`src/hw/rtl/timed_release_backoff_queue_unit_defines.svh`:
```
`ifndef TIMED_RELEASE_BACKOFF_QUEUE_UNIT_DEFINES_SVH
`define TIMED_RELEASE_BACKOFF_QUEUE_UNIT_DEFINES_SVH

// Same-cycle implication, sampled on clk and skipped while rst_n is low.
`define TRBQ_ASSERT_IMP(lbl, ante, cons, msg) \
  lbl: assert property (@(posedge clk) disable iff (!rst_n) (ante) |-> (cons)) \
    else $error(msg);

// Next-cycle implication, sampled on clk and skipped while rst_n is low.
`define TRBQ_ASSERT_NXT(lbl, ante, cons, msg) \
  lbl: assert property (@(posedge clk) disable iff (!rst_n) (ante) |=> (cons)) \
    else $error(msg);

`endif

```
`src/hw/rtl/trbq_pkg.sv`:
```
`default_nettype none

package trbq_pkg;

  localparam int QUEUE_DEPTH = 16;
  localparam int MAX_RESULTS = 16;
  localparam int IDX_W = $clog2(QUEUE_DEPTH);
  localparam int CNT_W = $clog2(QUEUE_DEPTH + 1);
  localparam int NXT_W = CNT_W + 1;
  localparam int TIME_W = 48;
  localparam int ID_W = 64;
  localparam int PEN_W = 32;
  localparam int SHIFT_W = 6;

  // One held entry as it sits in the entry memory.
  typedef struct packed {
    logic [ID_W-1:0]   id;
    logic [TIME_W-1:0] deadline;
  } entry_t;

  localparam int ENTRY_W = $bits(entry_t);

  typedef enum logic [1:0] {
    ST_RELEASED = 2'd0,
    ST_ACCEPTED = 2'd1,
    ST_REJECTED = 2'd2
  } status_t;

  typedef enum logic {
    MODE_ENQ  = 1'b0,
    MODE_TICK = 1'b1
  } mode_t;

  // Register indexes on the configuration port.
  localparam logic [1:0] REG_BASE    = 2'd0;
  localparam logic [1:0] REG_MAX     = 2'd1;
  localparam logic [1:0] REG_BACKOFF = 2'd2;

endpackage

`default_nettype wire

```
`src/hw/rtl/trbq_ram.sv`:
```
`default_nettype none

module trbq_ram #(
  parameter int DEPTH = 16,
  parameter int WIDTH = 112
) (
  input  wire logic                     clk,
  input  wire logic                     we,
  input  wire logic [$clog2(DEPTH)-1:0] waddr,
  input  wire logic [WIDTH-1:0]         wdata,
  input  wire logic [$clog2(DEPTH)-1:0] raddr,
  output logic      [WIDTH-1:0]         rdata
);

  logic [WIDTH-1:0] mem [DEPTH];

  // One write port and one registered read port.
  always_ff @(posedge clk) begin
    if (we) begin
      mem[waddr] <= wdata;
    end
    rdata <= mem[raddr];
  end

endmodule

`default_nettype wire

```
`src/hw/rtl/trbq_penalty.sv`:
```
`default_nettype none

module trbq_penalty (
  input  wire logic                          clk,
  input  wire logic [trbq_pkg::PEN_W-1:0]    base_penalty,
  input  wire logic [trbq_pkg::PEN_W-1:0]    max_penalty,
  input  wire logic                          backoff_enable,
  input  wire logic [trbq_pkg::SHIFT_W-1:0]  abort_count,
  output logic      [trbq_pkg::PEN_W-1:0]    penalty_r
);
  import trbq_pkg::*;

  logic [2*PEN_W-1:0] scaled;
  logic [PEN_W-1:0]   penalty_nxt;

  // With backoff enabled, the base shifted by the abort count and capped at the maximum; else the base.
  always_comb begin
    scaled = {{PEN_W{1'b0}}, base_penalty} << abort_count[4:0];
    if (!backoff_enable) begin
      penalty_nxt = base_penalty;
    end else if (base_penalty == '0) begin
      penalty_nxt = '0;
    end else if (abort_count[5]) begin
      penalty_nxt = max_penalty;
    end else if (scaled > {{PEN_W{1'b0}}, max_penalty}) begin
      penalty_nxt = max_penalty;
    end else begin
      penalty_nxt = scaled[PEN_W-1:0];
    end
  end

  always_ff @(posedge clk) begin
    penalty_r <= penalty_nxt;
  end

endmodule

`default_nettype wire

```
`src/hw/rtl/timed_release_backoff_queue_unit.sv`:
```
// Enqueue: the penalty and the deadline are worked out, then held entries with a later
// deadline are moved up one slot from the tail and the word is written in its place; a
// full queue rejects the word without touching the memory. Tick: the time advances, due
// entries are released from the head, then, when something was released, the rest are compacted.
// One item is in work at a time, using the sorted entry memory with its single write port
// and registered read. A word waiting in the result register holds the sequencer until it
// is taken.
// Reset (rst_n low, synchronous) empties the queue, zeroes the time and loads the register
// defaults; the entry memory is not cleared, since only entries below the count are read.
`default_nettype none
`include "timed_release_backoff_queue_unit_defines.svh"

module timed_release_backoff_queue_unit (
  input  wire logic        clk,
  input  wire logic        rst_n,
  input  wire logic        in_tvalid,
  output logic             in_tready,
  input  wire logic [71:0] in_tdata,   // [63:0] txn_id, [69:64] abort_count, rest zero
  input  wire logic [0:0]  in_tuser,   // [0] mode
  output logic             out_tvalid,
  input  wire logic        out_tready,
  output logic [63:0]      out_tdata,  // [63:0] released_id
  output logic [1:0]       out_tuser,  // [1:0] status
  output logic             out_tlast,
  input  wire logic        cfg_psel,
  input  wire logic        cfg_penable,
  input  wire logic        cfg_pwrite,
  input  wire logic [3:0]  cfg_paddr,
  input  wire logic [31:0] cfg_pwdata,
  output logic [31:0]      cfg_prdata,
  output logic             cfg_pready
);
  import trbq_pkg::*;

  typedef enum logic [3:0] {
    S_IDLE, S_PEN, S_DL, S_INS, S_INS_CMP, S_INS_PUT, S_RESP,
    S_REL, S_REL_CHK, S_REL_FLUSH, S_CMP_RD, S_CMP_WR
  } state_t;

  state_t              state_r, state_nxt;
  logic [ID_W-1:0]     id_r, id_nxt;
  logic [SHIFT_W-1:0]  shift_r, shift_nxt;
  logic [TIME_W-1:0]   dl_r, dl_nxt;
  logic [CNT_W-1:0]    k_r, k_nxt;
  logic [CNT_W-1:0]    n_r, n_nxt;
  logic [CNT_W-1:0]    s_r, s_nxt;
  logic [ID_W-1:0]     pend_r, pend_nxt;
  logic                have_pend_r, have_pend_nxt;
  status_t             resp_r, resp_nxt;
  logic [CNT_W-1:0]    count_r, count_nxt;
  logic [TIME_W-1:0]   now_r, now_nxt;
  logic                out_valid_r, out_valid_nxt;
  logic [ID_W-1:0]     out_id_r, out_id_nxt;
  status_t             out_stat_r, out_stat_nxt;
  logic                out_last_r, out_last_nxt;
  logic [PEN_W-1:0]    base_r, max_r;
  logic                backoff_r;

  logic [PEN_W-1:0]    penalty;
  logic [TIME_W:0]     dl_sum;
  logic                ram_we;
  logic [IDX_W-1:0]    ram_waddr, ram_raddr;
  entry_t              ram_wdata, rd;
  logic [ENTRY_W-1:0]  ram_rdata;
  logic                can_load, due, more, cfg_wr;
  logic [NXT_W-1:0]    n_inc, s_inc;
  logic [CNT_W-1:0]    s_dst;

  assign in_tready  = (state_r == S_IDLE);
  assign out_tvalid = out_valid_r;
  assign out_tdata  = out_id_r;
  assign out_tuser  = out_stat_r;
  assign out_tlast  = out_last_r;
  assign cfg_pready = 1'b1;
  assign cfg_wr     = cfg_psel && cfg_penable && cfg_pwrite;

  // Register read-back.
  always_comb begin
    case (cfg_paddr[3:2])
      REG_BASE:    cfg_prdata = base_r;
      REG_MAX:     cfg_prdata = max_r;
      REG_BACKOFF: cfg_prdata = {31'd0, backoff_r};
      default:     cfg_prdata = '0;
    endcase
  end

  trbq_penalty u_pen (
    .clk            (clk),
    .base_penalty   (base_r),
    .max_penalty    (max_r),
    .backoff_enable (backoff_r),
    .abort_count    (shift_r),
    .penalty_r      (penalty)
  );

  trbq_ram #(.DEPTH(QUEUE_DEPTH), .WIDTH(ENTRY_W)) u_ram (
    .clk   (clk),
    .we    (ram_we),
    .waddr (ram_waddr),
    .wdata (ram_wdata),
    .raddr (ram_raddr),
    .rdata (ram_rdata)
  );

  assign rd       = entry_t'(ram_rdata);
  assign can_load = !out_valid_r || out_tready;
  assign dl_sum   = {1'b0, now_r} + {{(TIME_W+1-PEN_W){1'b0}}, penalty};
  assign due      = rd.deadline < now_r;
  assign n_inc    = {1'b0, n_r} + NXT_W'(1);
  assign s_inc    = {1'b0, s_r} + NXT_W'(1);
  assign more     = (n_inc < {1'b0, count_r}) && (n_inc < NXT_W'(MAX_RESULTS));
  assign s_dst    = s_r - n_r;

  // Sequencer: insertion sort on enqueue, head release and compaction on tick.
  always_comb begin
    state_nxt     = state_r;
    id_nxt        = id_r;
    shift_nxt     = shift_r;
    dl_nxt        = dl_r;
    k_nxt         = k_r;
    n_nxt         = n_r;
    s_nxt         = s_r;
    pend_nxt      = pend_r;
    have_pend_nxt = have_pend_r;
    resp_nxt      = resp_r;
    count_nxt     = count_r;
    now_nxt       = now_r;
    out_valid_nxt = out_valid_r && !out_tready;
    out_id_nxt    = out_id_r;
    out_stat_nxt  = out_stat_r;
    out_last_nxt  = out_last_r;
    ram_we        = 1'b0;
    ram_waddr     = '0;
    ram_wdata     = '{id: id_r, deadline: dl_r};
    ram_raddr     = '0;
    case (state_r)
      S_IDLE: begin
        if (in_tvalid) begin
          if (mode_t'(in_tuser[0]) == MODE_ENQ) begin
            id_nxt    = in_tdata[63:0];
            shift_nxt = in_tdata[69:64];
            if (count_r == CNT_W'(QUEUE_DEPTH)) begin
              resp_nxt  = ST_REJECTED;
              state_nxt = S_RESP;
            end else begin
              state_nxt = S_PEN;
            end
          end else begin
            if (now_r != {TIME_W{1'b1}}) begin
              now_nxt = now_r + TIME_W'(1);
            end
            n_nxt         = '0;
            have_pend_nxt = 1'b0;
            state_nxt     = S_REL;
          end
        end
      end
      S_PEN: begin
        state_nxt = S_DL;
      end
      S_DL: begin
        dl_nxt    = dl_sum[TIME_W] ? {TIME_W{1'b1}} : dl_sum[TIME_W-1:0];
        state_nxt = S_INS;
      end
      S_INS: begin
        if (count_r == '0) begin
          ram_we    = 1'b1;
          count_nxt = count_r + CNT_W'(1);
          resp_nxt  = ST_ACCEPTED;
          state_nxt = S_RESP;
        end else begin
          ram_raddr = IDX_W'(count_r - CNT_W'(1));
          k_nxt     = count_r;
          state_nxt = S_INS_CMP;
        end
      end
      S_INS_CMP: begin
        ram_we    = 1'b1;
        ram_waddr = k_r[IDX_W-1:0];
        if (rd.deadline > dl_r) begin
          ram_wdata = rd;
          k_nxt     = k_r - CNT_W'(1);
          if (k_r == CNT_W'(1)) begin
            state_nxt = S_INS_PUT;
          end else begin
            ram_raddr = IDX_W'(k_r - CNT_W'(2));
          end
        end else begin
          count_nxt = count_r + CNT_W'(1);
          resp_nxt  = ST_ACCEPTED;
          state_nxt = S_RESP;
        end
      end
      S_INS_PUT: begin
        ram_we    = 1'b1;
        ram_waddr = k_r[IDX_W-1:0];
        count_nxt = count_r + CNT_W'(1);
        resp_nxt  = ST_ACCEPTED;
        state_nxt = S_RESP;
      end
      S_RESP: begin
        if (can_load) begin
          out_valid_nxt = 1'b1;
          out_id_nxt    = id_r;
          out_stat_nxt  = resp_r;
          out_last_nxt  = 1'b1;
          state_nxt     = S_IDLE;
        end
      end
      S_REL: begin
        if (count_r == '0) begin
          state_nxt = S_IDLE;
        end else begin
          state_nxt = S_REL_CHK;
        end
      end
      S_REL_CHK: begin
        // The pending word goes out once the next entry shows whether it is the last.
        ram_raddr = n_r[IDX_W-1:0];
        if (!(have_pend_r && !can_load)) begin
          if (have_pend_r) begin
            out_valid_nxt = 1'b1;
            out_id_nxt    = pend_r;
            out_stat_nxt  = ST_RELEASED;
            out_last_nxt  = !due;
          end
          if (due) begin
            pend_nxt      = rd.id;
            have_pend_nxt = 1'b1;
            n_nxt         = n_inc[CNT_W-1:0];
            if (more) begin
              ram_raddr = n_inc[IDX_W-1:0];
            end else begin
              state_nxt = S_REL_FLUSH;
            end
          end else begin
            have_pend_nxt = 1'b0;
            state_nxt     = (n_r == '0) ? S_IDLE : S_CMP_RD;
          end
        end
      end
      S_REL_FLUSH: begin
        if (can_load) begin
          out_valid_nxt = 1'b1;
          out_id_nxt    = pend_r;
          out_stat_nxt  = ST_RELEASED;
          out_last_nxt  = 1'b1;
          have_pend_nxt = 1'b0;
          state_nxt     = S_CMP_RD;
        end
      end
      S_CMP_RD: begin
        if (n_r >= count_r) begin
          count_nxt = count_r - n_r;
          state_nxt = S_IDLE;
        end else begin
          ram_raddr = n_r[IDX_W-1:0];
          s_nxt     = n_r;
          state_nxt = S_CMP_WR;
        end
      end
      S_CMP_WR: begin
        ram_we    = 1'b1;
        ram_waddr = s_dst[IDX_W-1:0];
        ram_wdata = rd;
        if (s_inc < {1'b0, count_r}) begin
          ram_raddr = s_inc[IDX_W-1:0];
          s_nxt     = s_inc[CNT_W-1:0];
        end else begin
          count_nxt = count_r - n_r;
          state_nxt = S_IDLE;
        end
      end
      default: begin
        state_nxt = S_IDLE;
      end
    endcase
  end

  // State, configuration and the result register.
  always_ff @(posedge clk) begin
    if (!rst_n) begin
      state_r     <= S_IDLE;
      count_r     <= '0;
      now_r       <= '0;
      have_pend_r <= 1'b0;
      out_valid_r <= 1'b0;
      base_r      <= PEN_W'(1000);
      max_r       <= PEN_W'(1000000);
      backoff_r   <= 1'b0;
    end else begin
      state_r     <= state_nxt;
      count_r     <= count_nxt;
      now_r       <= now_nxt;
      have_pend_r <= have_pend_nxt;
      out_valid_r <= out_valid_nxt;
      if (cfg_wr) begin
        case (cfg_paddr[3:2])
          REG_BASE:    base_r    <= cfg_pwdata;
          REG_MAX:     max_r     <= cfg_pwdata;
          REG_BACKOFF: backoff_r <= cfg_pwdata[0];
          default:     ;
        endcase
      end
    end
    id_r       <= id_nxt;
    shift_r    <= shift_nxt;
    dl_r       <= dl_nxt;
    k_r        <= k_nxt;
    n_r        <= n_nxt;
    s_r        <= s_nxt;
    pend_r     <= pend_nxt;
    resp_r     <= resp_nxt;
    out_id_r   <= out_id_nxt;
    out_stat_r <= out_stat_nxt;
    out_last_r <= out_last_nxt;
  end

  `TRBQ_ASSERT_IMP(a_count_bound, 1'b1, count_r <= CNT_W'(QUEUE_DEPTH), "held count above depth")
  `TRBQ_ASSERT_IMP(a_no_write_idle, state_r == S_IDLE, !ram_we, "memory written while idle")
  `TRBQ_ASSERT_IMP(a_enq_last, out_valid_r && out_stat_r != ST_RELEASED, out_last_r,
    "enqueue answer not marked last")
  `TRBQ_ASSERT_NXT(a_time_mono, 1'b1, now_r >= $past(now_r) || !$past(rst_n),
    "time went backwards")

endmodule

`default_nettype wire

```
`config.mk`:
```
export PLATFORM = sky130hd
export DESIGN_NAME = timed_release_backoff_queue_unit
export DESIGN_NICKNAME = d
export VERILOG_FILES = /design/src/hw/rtl/trbq_pkg.sv /design/src/hw/rtl/trbq_ram.sv /design/src/hw/rtl/trbq_penalty.sv /design/src/hw/rtl/timed_release_backoff_queue_unit.sv
export VERILOG_INCLUDE_DIRS = /design/src /design/src/hw/rtl
export SDC_FILE = /design/constraint.sdc
export NUM_CORES = 2
export LEC_CHECK = 0
export BUFFER_PORTS_ARGS = -buffer_cell sky130_fd_sc_hd__buf_2
export CAP_MARGIN = 15
export CORE_MARGIN = 4
export CORE_UTILIZATION = 40
export CTS_BUF_LIST = sky130_fd_sc_hd__clkbuf_8
export CTS_CLUSTER_SIZE = 10
export DETAILED_ROUTE_END_ITERATION = 7
export PLACE_DENSITY = 0.53
export SYNTH_ARGS = -nofsm -noshare
export SYNTH_HDL_FRONTEND = slang
export SYNTH_SLANG_ARGS = --single-unit
```
`constraint.sdc`:
```
create_clock -name clk -period 7.85 [get_ports clk]
set_input_delay 1.1775 -clock clk [delete_from_list [all_inputs] [get_ports clk]]
set_output_delay 1.1775 -clock clk [all_outputs]
set_load 0.1 [all_outputs]
```
==> impl_metrics.env <==
export IMPL_fin_nets=7288
export IMPL_critPathLaunchType="flop"
export IMPL_syn_to_final_growth_pct=13.4
export IMPL_cp_arrival_ps=7780
export IMPL_relSlewSlack=0.240
export IMPL_clock_path_buffers=4
export IMPL_fin_crit_sh=0.870
export IMPL_syn_num_nets=6930
export IMPL_syn_area_per_cell_sq_um=14.7
export IMPL_gp_congestion=0.878
export IMPL_synth_main_ff_cell="edfxtp_1"
export IMPL_fmax_mhz=146
export IMPL_syn_cell_area_sq_mm=0.0974
export IMPL_synth_cell_types=73
export IMPL_wl_per_cell_microns=26.3
export IMPL_rsz0062_at_grt="no"
export IMPL_cts_tree="yes"
export IMPL_antenna_found_initial=7
export IMPL_die_height_microns=502
export IMPL_ys_seq_area_frac=0.689
export IMPL_asyncSetResetFlopFracSynth=0
export IMPL_setup_worst_path_end_class="flop"
export IMPL_critPathTopFamily="compound AO/OA/AOI/OAI gates"
export IMPL_ir_drop_mv=0.253
export IMPL_clk_latency_ps=1120
export IMPL_root_buffer="clkbuf_8"
export IMPL_start_util=0.404
export IMPL_worst_slew_pin_slew_ps=1140
export IMPL_crit_type="reg2reg"
export IMPL_fin_worst_skew_ps=115
export IMPL_port_buffers=212
export IMPL_grt_pass1_wl_microns=406000
export IMPL_h_tree_depth=5
export IMPL_gr_usage_met2=0.354
export IMPL_p_leak_nw=38.7
export IMPL_grt_pass1_vias=60500
export IMPL_top_usage_layer="met2"
export IMPL_ys_ff_latch=2326
export IMPL_slowest_stage="buf_4"
export IMPL_vias_per_cell=5.67
export IMPL_fin_setup_tns_ps=0
export IMPL_post_cts_buffers=0
export IMPL_drv_cap=0
export IMPL_cts_sinks=2326
export IMPL_cts_resized=0
export IMPL_cp_required_ps=8800
export IMPL_slew_viol_final=0
export IMPL_hold_slack_ps=270
export IMPL_grt_usage=0.215
export IMPL_via_count=59500
export IMPL_place_hpwl_microns=143000
export IMPL_dr_first_iter_drc_count=5318
export IMPL_drc=0
export IMPL_synth_edf_count=2058
export IMPL_drt_first_pass_iters=6
export IMPL_cp_num_buf_inv=3
export IMPL_power_density_mw_per_mm2=329
export IMPL_fin_crit_ps=6830
export IMPL_grt_max_degree=94
export IMPL_drtAntennaViolNets=0
export IMPL_worstPathCellList="inv_1 -> ha_1 -> and3_1 -> a221o_1 -> a221oi_1 -> o221ai_1 -> nor3_2 -> or3_1 -> o211a_4 -> buf_4 -> buf_4 -> and2_1 -> a221oi_1 -> a211o_1 -> nand4_1"
export IMPL_dieArea_sq_mm=0.252
export IMPL_worstPathMaxFanout=77
export IMPL_hold_viol_final=0
export IMPL_max_stage_delay_ps=960
export IMPL_hold_class="in2reg"
export IMPL_outcome="finished clean"
export IMPL_wl_microns=275000
export IMPL_coreArea_sq_mm=0.241
export IMPL_ys_warn_count=0
export IMPL_fillers=21400
export IMPL_cts_buffers=404
export IMPL_drive_above_1_share=0.173
export IMPL_met3_usage=0.0320
export IMPL_grt_use_met1=0.300
export IMPL_rows=180
export IMPL_setup_viol=0
export IMPL_netlist_instances=6624
export IMPL_die_x_microns=502
export IMPL_grt_ovfl_total=0
export IMPL_ios=218
export IMPL_hold_buffers=0
export IMPL_clkSlewWorstSetupHoldPaths_ps=60
[worst paths after layout]
check | cells past startpoint | slack [ps] | endpoint | start
setup / recovery | 15 | 1020 | u_ram.rdata[70] | dl_r[8]
hold reg to reg | 0 | 390 | pend_r[41] | u_ram.rdata[89]
setup reg to reg | 15 | 1020 | u_ram.rdata[70] | dl_r[8]
hold / removal | 1 | 270 | id_r[27] | in_tdata[27]
[layer usage]
metal | part of all wire | up-vias
met2 | 0.48 | 1881
met5 | 0.00012 | -
li1 | - | 26500
met1 | 0.44 | 30700
met4 | 0.020 | 4
met3 | 0.056 | 417
[kinds of logic after synthesis]
logic type | Yosys count | synth area share
fa+ha+maj | 190 | 0.0246
simple gates | 1503 | 0.0758
mux | 531 | 0.0749
buf+inv | 618 | 0.0255
xor+xnor | 86 | 0.00773
flops | 2326 | 0.689
compound gates | 1369 | 0.102
other cells | 1 | 0.0000385
[power breakdown]
group / leakage, nW / switching [W] / total, W / internal, W
logic: 13.4 / 0.00638 / 0.00977 / 0.00339
registers: 20.8 / 0.000624 / 0.0162 / 0.0156
clock network: 4.53 / 0.00489 / 0.0104 / 0.00549
total: 38.7 / 0.0119 / 0.0363 / 0.0244
[worst register-to-register path: cells and delay by family (launching register included)]
family / cells / cell delay, ps
flops: 1 / 470
simple gates: 5 / 1510
buf+inv: 3 / 1830
fa+ha+maj: 1 / 310
compound gates: 6 / 2540
[through the flow]
step | worst slack (ps) | std cells | area, sq um | util | power [W]
after floorplan | 742 | 6624 | 97400 | - | 0.0228
after global placement | 1130 | 9759 | 103000 | 0.426 | 0.0261
after detailed placement | 1110 | 9759 | 103000 | 0.426 | 0.0262
after CTS | 959 | 10500 | 110000 | 0.457 | 0.0367
after global routing | 893 | 10500 | 110000 | 0.457 | 0.0381
final | 1020 | 10500 | 110000 | 0.457 | 0.0363
[cell usage in the layout, fill, tap and decap left out, types with 64 or more instances in the layout]
cell type,netlist,layout
and2_1,307,305
ha_1,187,187
nand2_1,611,611
buf_2,53,212
a221o_1,226,226
edfxtp_1,2058,2058
mux2i_1,201,201
inv_1,197,374
a221oi_1,121,121
mux2_2,191,191
nand4_1,151,151
dfxtp_1,268,268
xnor2_1,72,72
mux4_2,139,139
a21oi_1,389,387
nand3_1,66,64
buf_4,14,105
o211ai_1,135,135
a211o_1,121,120
a21o_1,156,156
o21ai_0,87,86
clkbuf_8,0,460
nor2_1,176,157
[cells in the mapped netlist (16+ instances only)]
cell type | n | area (sq um)
edfxtp_1 | 2058 | 61800
nand2_1 | 611 | 2290
a21oi_1 | 389 | 1950
clkbuf_1 | 316 | 1190
and2_1 | 307 | 1920
dfxtp_1 | 268 | 5370
a221o_1 | 226 | 2260
mux2i_1 | 201 | 2010
inv_1 | 197 | 739
mux2_2 | 191 | 2150
ha_1 | 187 | 2340
nor2_1 | 176 | 661
a21o_1 | 156 | 1170
nand4_1 | 151 | 945
mux4_2 | 139 | 3130
o211ai_1 | 135 | 1010
a211o_1 | 121 | 1060
a221oi_1 | 121 | 1060
o21ai_0 | 87 | 435
xnor2_1 | 72 | 631
nand3_1 | 66 | 330
buf_2 | 53 | 265
and2_0 | 43 | 269
o22ai_1 | 41 | 257
buf_1 | 28 | 105
nor3_1 | 28 | 140
nor4_1 | 21 | 131
nand2b_1 | 19 | 119
and3_1 | 17 | 106
a31oi_1 | 16 | 100
nor2b_1 | 16 | 100
[final cells by class]
| class | count | area, sq um | share of cell area |
|---|---|---|---|
| repair buffers | 369 | 2910 | 0.0263 |
| well taps | 3185 | 3990 | 0.0361 |
| inverters | 201 | 756 | 0.00684 |
| multi-input cells | 3680 | 28100 | 0.254 |
| clock inverters | 267 | 1230 | 0.0111 |
| clock buffers | 460 | 6330 | 0.0573 |
| flip-flops and latches | 2326 | 67200 | 0.608 |
| diodes | 3 | 7.51 | 0.0000680 |
[registers in the layout, summed over array words and instances, names as in the netlist, 6 cells and up]
register	flops
shift_r	6
max_r	32
u_pen.penalty_r	32
pend_r	64
out_tdata	64
base_r	32
u_ram.mem	1792
dl_r	48
now_r	48
id_r	64
u_ram.rdata	112
Note: power is estimated with default switching activity, not from simulation.
